File: src/rtl/ray_depth_to_planar_depth_defines.svh
// ============================================================================
// ray_depth_to_planar_depth_defines.svh
// Assertion macros used by the ray_depth_to_planar_depth module.
// ============================================================================
`ifndef RAY_DEPTH_TO_PLANAR_DEPTH_DEFINES_SVH
`define RAY_DEPTH_TO_PLANAR_DEPTH_DEFINES_SVH

// Checked property, sampled on the rising clock edge and ignored during reset.
`define RDPD_ASSERT(lbl, prop, msg) \
    lbl: assert property (@(posedge i_clk) disable iff (!i_rst_n) prop) else $error(msg);

// Checked property, sampled on the rising clock edge, also during reset.
`define RDPD_ASSERT_ALWAYS(lbl, prop, msg) \
    lbl: assert property (@(posedge i_clk) prop) else $error(msg);

`endif

File: src/rtl/rdpd_pkg.sv
// ============================================================================
// rdpd_pkg
// Widths, constants and register indexes of the ray to planar depth block.
// ============================================================================
`default_nettype none

package rdpd_pkg;

    // Default coordinate width; pixel fields are never wider than the port.
    localparam int unsigned CoordBitsDefault = 12;
    localparam int unsigned CoordW           = 12;

    // Field widths.
    localparam int unsigned DepthW  = 16;
    localparam int unsigned CenterW = 16;
    localparam int unsigned InvFW   = 32;
    localparam int unsigned CfgW    = 32;
    localparam int unsigned CfgIdxW = 3;

    // Packed stream widths.
    localparam int unsigned InDataW  = 40;
    localparam int unsigned OutDataW = 16;

    // Datapath widths.
    localparam int unsigned MagW   = 16;             // |pos - center|, Q.4
    localparam int unsigned ProdW  = MagW + InvFW;   // mag * inv_f
    localparam int unsigned FracSh = 20;             // Q.36 down to Q.16
    localparam int unsigned UW     = ProdW - FracSh; // ray factor, Q.16
    localparam int unsigned SqW    = 2 * UW;         // squared factor, Q.32
    localparam int unsigned RadW   = SqW + 2;        // radicand, Q.32
    localparam int unsigned RootW  = RadW / 2;       // square root, Q.16
    localparam int unsigned RemW   = RootW + 3;      // square root remainder
    localparam int unsigned SqrtSteps = RootW;
    localparam int unsigned DivRemW   = RootW + 1;   // division partial remainder
    localparam int unsigned DivSteps  = DepthW;

    // The constant one in Q.32 added under the square root.
    localparam logic [RadW-1:0] RadOne = RadW'(1) << 32;

    // Configuration register indexes.
    localparam logic [CfgIdxW-1:0] CfgDepthMode = 3'd0;
    localparam logic [CfgIdxW-1:0] CfgCenterX   = 3'd1;
    localparam logic [CfgIdxW-1:0] CfgCenterY   = 3'd2;
    localparam logic [CfgIdxW-1:0] CfgInvFocalX = 3'd3;
    localparam logic [CfgIdxW-1:0] CfgInvFocalY = 3'd4;

endpackage

`default_nettype wire

File: src/rtl/rdpd_div_pipe.sv
// ============================================================================
// rdpd_div_pipe
// Pipelined restoring divider for (depth << 16) / root, one quotient bit per
// stage, with the raw depth carried alongside.
// ============================================================================
`default_nettype none

module rdpd_div_pipe (
    input  wire logic                            i_clk,
    input  wire logic                            i_rst_n,
    input  wire logic                            i_en,
    input  wire logic                            i_vld,
    input  wire logic [rdpd_pkg::RootW-1:0]      i_dvs,
    input  wire logic [rdpd_pkg::DepthW-1:0]     i_dep,
    output logic                                 o_vld,
    output logic [rdpd_pkg::DepthW-1:0]          o_quo,
    output logic [rdpd_pkg::DepthW-1:0]          o_dep
);

    localparam int unsigned Steps = rdpd_pkg::DivSteps;
    localparam int unsigned DvsW  = rdpd_pkg::RootW;
    localparam int unsigned RemW  = rdpd_pkg::DivRemW;
    localparam int unsigned DepW  = rdpd_pkg::DepthW;

    // Stage registers; remainder and divisor are not needed after the last stage.
    logic            r_vld [0:Steps-1];
    logic [DepW-1:0] r_quo [0:Steps-1];
    logic [DepW-1:0] r_dep [0:Steps-1];
    logic [RemW-1:0] r_rem [0:Steps-2];
    logic [DvsW-1:0] r_dvs [0:Steps-2];

    for (genvar k = 0; k < Steps; k++) begin : g_stage
        logic            vld_in;
        logic [RemW-1:0] rem_in;
        logic [DepW-1:0] quo_in;
        logic [DvsW-1:0] dvs_in;
        logic [DepW-1:0] dep_in;
        logic [RemW-1:0] sh;
        logic            ge;
        logic [RemW-1:0] n_rem;
        logic [DepW-1:0] n_quo;

        // The depth is below the divisor, so it is the first partial remainder.
        if (k == 0) begin : g_first
            assign vld_in = i_vld;
            assign rem_in = RemW'(i_dep);
            assign quo_in = '0;
            assign dvs_in = i_dvs;
            assign dep_in = i_dep;
        end else begin : g_next
            assign vld_in = r_vld[k-1];
            assign rem_in = r_rem[k-1];
            assign quo_in = r_quo[k-1];
            assign dvs_in = r_dvs[k-1];
            assign dep_in = r_dep[k-1];
        end

        // Shift in a zero dividend bit and subtract the divisor where it fits.
        assign sh    = {rem_in[RemW-2:0], 1'b0};
        assign ge    = (sh >= RemW'(dvs_in));
        assign n_rem = ge ? (sh - RemW'(dvs_in)) : sh;
        assign n_quo = {quo_in[DepW-2:0], ge};

        always_ff @(posedge i_clk) begin
            if (!i_rst_n) begin
                r_vld[k] <= 1'b0;
            end else if (i_en) begin
                r_vld[k] <= vld_in;
            end
        end

        always_ff @(posedge i_clk) begin
            if (i_en) begin
                r_quo[k] <= n_quo;
                r_dep[k] <= dep_in;
            end
        end

        if (k < Steps - 1) begin : g_carry
            always_ff @(posedge i_clk) begin
                if (i_en) begin
                    r_rem[k] <= n_rem;
                    r_dvs[k] <= dvs_in;
                end
            end
        end
    end

    assign o_vld = r_vld[Steps-1];
    assign o_quo = r_quo[Steps-1];
    assign o_dep = r_dep[Steps-1];

endmodule

`default_nettype wire
File: config.mk
export PLATFORM = sky130hd
export DESIGN_NAME = rdpd_div_pipe
export DESIGN_NICKNAME = d
export VERILOG_FILES = /design/src/rtl/ray_depth_to_planar_depth_defines.svh /design/src/rtl/rdpd_pkg.sv /design/src/rtl/rdpd_div_pipe.sv
export SDC_FILE = /design/constraint.sdc
export NUM_CORES = 2
export LEC_CHECK = 0
export BUFFER_PORTS_ARGS = -buffer_cell sky130_fd_sc_hd__buf_2
export CORE_MARGIN = 2
export CORE_UTILIZATION = 40
export CTS_CLUSTER_SIZE = 10
export DETAILED_ROUTE_END_ITERATION = 7
export MAX_ROUTING_LAYER = met4
export SLEW_MARGIN = 20
export SYNTH_ARGS = -nofsm -noshare
export SYNTH_HDL_FRONTEND = slang
export SYNTH_SLANG_ARGS = --single-unit
File: constraint.sdc
create_clock -name i_clk -period 6.3 [get_ports i_clk]
set_clock_uncertainty 0.2 [all_clocks]
set_input_delay 0.315 -clock i_clk [delete_from_list [all_inputs] [get_ports i_clk]]
set_output_delay 0.315 -clock i_clk [all_outputs]
set_load 0.02 [all_outputs]
==> results.sh <==
export IMPL_grt_pass1_wl_um=209200
export IMPL_drc_errors=0
export IMPL_number_of_vias_after_detailed_routing=40141
export IMPL_crit_fanout=41
export IMPL_drt_total_wl_um=130300
export IMPL_io_pins=82
export IMPL_critical_path_slowest_cell="sky130_fd_sc_hd__a21oi_4"
export IMPL_synth_main_ff_cell="sky130_fd_sc_hd__edfxtp_1"
export IMPL_cts_hold_fix_buffers=53
export IMPL_layout_filler_cells=14607
export IMPL_die_area_mm2=0.1675
export IMPL_largest_net_degree_at_the_start_of_global_routing=161
export IMPL_routed_wire_length_per_instance_um=16.66
export IMPL_postCtsResizedCells=0
export IMPL_critical_path_top_delay_family="compound AO/OA/AOI/OAI gates"
export IMPL_global_route_usage_total_pct=15.92
export IMPL_postSynth_asyncResetShare_pct=0
export IMPL_synth_sequential_area_ratio_pct=58.39
export IMPL_timing_critical_path_arrival_ns=4.70
export IMPL_power_static_leakage_nw=29.38
export IMPL_tritoncts_clock_tree="yes"
export IMPL_grt_overflow_total=0
export IMPL_die_width_um=409.3
export IMPL_start_util_pct=40.32
export IMPL_critical_path_max_stage_delay_ns=0.79
export IMPL_max_freq_mhz=227.4
export IMPL_ys_types=87
export IMPL_synth_area_per_cell_um2=12.25
export IMPL_critPathMostFrequentCell="sky130_fd_sc_hd__o21ai_0"
export IMPL_timing_critical_path_buf_inv=1
export IMPL_num_nets_final=6100
export IMPL_drt_vias_per_instance=5.132
export IMPL_critPathCaptureType="flip-flop"
export IMPL_number_of_drc_markers_in_iteration_0=2358
export IMPL_cts_inserted_buffers=152
export IMPL_die_height_um=409.3
export IMPL_postRouteAntennaNets=0
export IMPL_dp_cells=7553
export IMPL_synth_enable_flop_cells=1277
export IMPL_fin_crit_ns=4.398
export IMPL_relSlewSlack_pct=31.24
export IMPL_clock_tree_htree_level_count=4
export IMPL_half_perimeter_wire_length_after_placement_um=95760
export IMPL_power_per_cell_area_mw_per_mm2=467.6
export IMPL_clock_insertion_delay_worst_skew_ns=0.77
export IMPL_required_time_at_the_endpoint_of_the_critical_path_ns=6.60
export IMPL_worst_slew_pin_slew_ns=1.031
export IMPL_placementRows=148
export IMPL_postSynthCellCount=5365
export IMPL_cts_root_to_sink_buffers=3
export IMPL_yosysWarningCount=0
export IMPL_setup_violating_endpoint_count_in_the_final_report=0
export IMPL_ratio_of_cells_with_drive_above_1_in_the_final_layout_pct=8.998
export IMPL_cts_sink_count=1278
export IMPL_place_port_buffers=81
export IMPL_yosys_register_bits=1278
export IMPL_path_clk_slew_ns=0.06
export IMPL_post_cts_buffers=0
export IMPL_fp_coreArea_mm2=0.1630
export IMPL_period_share_pct=69.80
export IMPL_cell_chain_critical_path="ha_1, a21oi_1, o21ai_0, or3_1, o22ai_1, o31ai_1, o211ai_1, o41ai_1, a21oi_4, buf_4, o21ai_0"
export IMPL_fin_hold_ws_ns=0.07021
export IMPL_layoutNonFillerInstCount=7822
export IMPL_critical_path_class="flip-flop to flip-flop"
export IMPL_cap_viol_max_count=0
export IMPL_gp_routability_congestion=0.9438
export IMPL_run_status="finished clean"
export IMPL_min_delay_path_class="primary input to flip-flop"
export IMPL_grt_antenna_before_repair=2
export IMPL_setup_worst_path_start_class="flip-flop"
export IMPL_grt_setup_unrepaired="false"
export IMPL_firstDrtPassIters=7
export IMPL_syn_to_final_growth_pct=12.24
export IMPL_hold_viol=0
export IMPL_setup_tns_ns=0
export IMPL_peak_supply_drop_v=0.0002981
export IMPL_netlist_area_mm2=0.06570
export IMPL_first_global_vias=40037
export IMPL_cts_root_buf="sky130_fd_sc_hd__clkbuf_16"
export IMPL_finalMaxSlewViolations=0
export IMPL_synth_fp_nets=5880
-- worst reg2reg max path: cells and delay by family, from the launching register on --
family                   cells  cell delay [ns]
buffers and inverters        1             0.36
AND/OR/NAND/NOR              1             0.36
adder cells (fa/ha/maj)      1             0.42
AO/OA/AOI/OAI                8             2.39
flip-flops                   1             0.41
-- worst paths after layout --
path                       from           end  slack [ns]  depth (start not counted)
setup reg to reg  r_rem[0][220]   r_rem[1][2]        1.90                         11
hold / removal        i_dvs[11]  r_dvs[0][11]        0.07                          2
setup / recovery  r_rem[0][220]   r_rem[1][2]        1.90                         11
hold reg to reg    r_dep[1][31]  r_dep[1][47]        0.20                          0
-- flip-flops by register name, summed over array words and instances (netlist names) --
name / flops
r_quo: 136
r_vld: 16
r_dep: 256
r_dvs: 435
r_rem: 435
-- cells in the mapped netlist (10+ instances only) --
master / n / share of area, %
sky130_fd_sc_hd__edfxtp_1: 1277 / 58
sky130_fd_sc_hd__inv_1: 553 / 3.2
sky130_fd_sc_hd__ha_1: 451 / 8.6
sky130_fd_sc_hd__a21oi_1: 430 / 3.3
sky130_fd_sc_hd__nand2_1: 314 / 1.8
sky130_fd_sc_hd__nor2_1: 293 / 1.7
sky130_fd_sc_hd__o21ai_0: 293 / 2.2
sky130_fd_sc_hd__xnor2_1: 214 / 2.9
sky130_fd_sc_hd__a21o_1: 204 / 2.3
sky130_fd_sc_hd__mux2_2: 176 / 3.0
sky130_fd_sc_hd__xor2_1: 144 / 1.9
sky130_fd_sc_hd__nand3_1: 76 / 0.58
sky130_fd_sc_hd__nand2b_1: 67 / 0.64
sky130_fd_sc_hd__o21a_1: 64 / 0.73
sky130_fd_sc_hd__and3_1: 56 / 0.53
sky130_fd_sc_hd__nor2b_1: 56 / 0.53
sky130_fd_sc_hd__nand4_1: 53 / 0.50
sky130_fd_sc_hd__clkbuf_1: 52 / 0.30
sky130_fd_sc_hd__nor3_1: 48 / 0.37
sky130_fd_sc_hd__a211oi_1: 42 / 0.48
sky130_fd_sc_hd__o21bai_1: 42 / 0.48
sky130_fd_sc_hd__buf_2: 37 / 0.28
sky130_fd_sc_hd__a31oi_1: 33 / 0.31
sky130_fd_sc_hd__o31ai_1: 31 / 0.35
sky130_fd_sc_hd__o211ai_1: 25 / 0.29
sky130_fd_sc_hd__and2_1: 23 / 0.22
sky130_fd_sc_hd__or3_1: 23 / 0.22
sky130_fd_sc_hd__nor4_1: 18 / 0.17
sky130_fd_sc_hd__fa_1: 15 / 0.46
sky130_fd_sc_hd__o31a_1: 14 / 0.19
sky130_fd_sc_hd__a21boi_0: 13 / 0.15
sky130_fd_sc_hd__or4_1: 13 / 0.15
sky130_fd_sc_hd__o21ai_1: 12 / 0.091
sky130_fd_sc_hd__and4_1: 11 / 0.15
sky130_fd_sc_hd__mux2i_1: 11 / 0.17
sky130_fd_sc_hd__or2_2: 11 / 0.10
sky130_fd_sc_hd__o221ai_1: 10 / 0.13
-- kinds of logic after synthesis --
group                      after synthesis  synth area share [%]
and+or+nand+nor                       1095                 8.061
xor gates and xnor gates               358                 4.772
AOI/OAI and AO/OA                     1326                 12.68
buffers and inverters                  654                 3.835
DFF                                   1278                 58.39
adders and majority gates              466                 9.046
muxes                                  188                 3.207
-- cell type report --
cell class / count / area, um^2 / area share [%]
diodes: 1 / 2.502 / 0.003393
clock buffers: 182 / 3959 / 5.368
clock inverters: 33 / 436.7 / 0.5921
inverters: 553 / 2076 / 2.815
multi-input cells: 3433 / 24900 / 33.76
flip-flops and latches: 1278 / 38370 / 52.02
well taps: 2175 / 2721 / 3.690
repair buffers: 167 / 1286 / 1.744
-- power by group --
group          leakage (nW)  internal [mW]  switching [mW]
combinational          14.8           6.03            7.70
clock                  2.11           4.45            3.36
sequential             12.5           12.0           0.935
-- metal layers --
| metal | GRT usage [%] | share of wire [%] | wire length [um] | vias up |
|---|---|---|---|---|
| li1 | - | - | - | 20157 |
| met4 | 6.447 | 3.6 | 4719 | 0 |
| met3 | 2.315 | 3.1 | 4021 | 272 |
| met2 | 28.26 | 52 | 67350 | 651 |
| met1 | 17.93 | 42 | 54200 | 19061 |
| met5 | - | 0 | 0 | - |
-- layout by cell type, fill, tap and decap left out, types with 25 or more instances in the layout --
master	synthesis	final
sky130_fd_sc_hd__mux2_2	176	176
sky130_fd_sc_hd__buf_4	5	26
sky130_fd_sc_hd__a21o_1	204	204
sky130_fd_sc_hd__ha_1	451	451
sky130_fd_sc_hd__nand4_1	53	53
sky130_fd_sc_hd__xnor2_1	214	214
sky130_fd_sc_hd__edfxtp_1	1277	1277
sky130_fd_sc_hd__nand2b_1	67	67
sky130_fd_sc_hd__a211oi_1	42	41
sky130_fd_sc_hd__nand3_1	76	76
sky130_fd_sc_hd__and3_1	56	56
sky130_fd_sc_hd__o31ai_1	31	31
sky130_fd_sc_hd__inv_1	553	553
sky130_fd_sc_hd__clkbuf_1	52	28
sky130_fd_sc_hd__dlygate4sd3_1	0	53
sky130_fd_sc_hd__xor2_1	144	144
sky130_fd_sc_hd__o21ai_0	293	293
sky130_fd_sc_hd__o21a_1	64	64
sky130_fd_sc_hd__a21oi_1	430	427
sky130_fd_sc_hd__nand2_1	314	314
sky130_fd_sc_hd__nor2b_1	56	56
sky130_fd_sc_hd__o211ai_1	25	25
sky130_fd_sc_hd__o21bai_1	42	42
sky130_fd_sc_hd__buf_2	37	80
sky130_fd_sc_hd__nor3_1	48	48
sky130_fd_sc_hd__nor2_1	293	293
sky130_fd_sc_hd__clkbuf_16	0	154
sky130_fd_sc_hd__a31oi_1	33	33
-- through the flow --
stage / setup WS [ns] / util (%) / total power [mW] / cell area [um^2]
2_1_floorplan: 2.830 / - / 23.43 / 65700
3_3_place_gp: 1.988 / 42.23 / 26.56 / 68820
3_5_place_dp: 1.908 / 42.23 / 26.73 / 68820
4_1_cts: 1.904 / 45.25 / 34.77 / 73750
5_1_grt: 1.554 / 45.25 / 36.94 / 73750
6_report: 1.903 / 45.26 / 34.48 / 73750
Note: power is estimated with default switching activity, not from simulation.
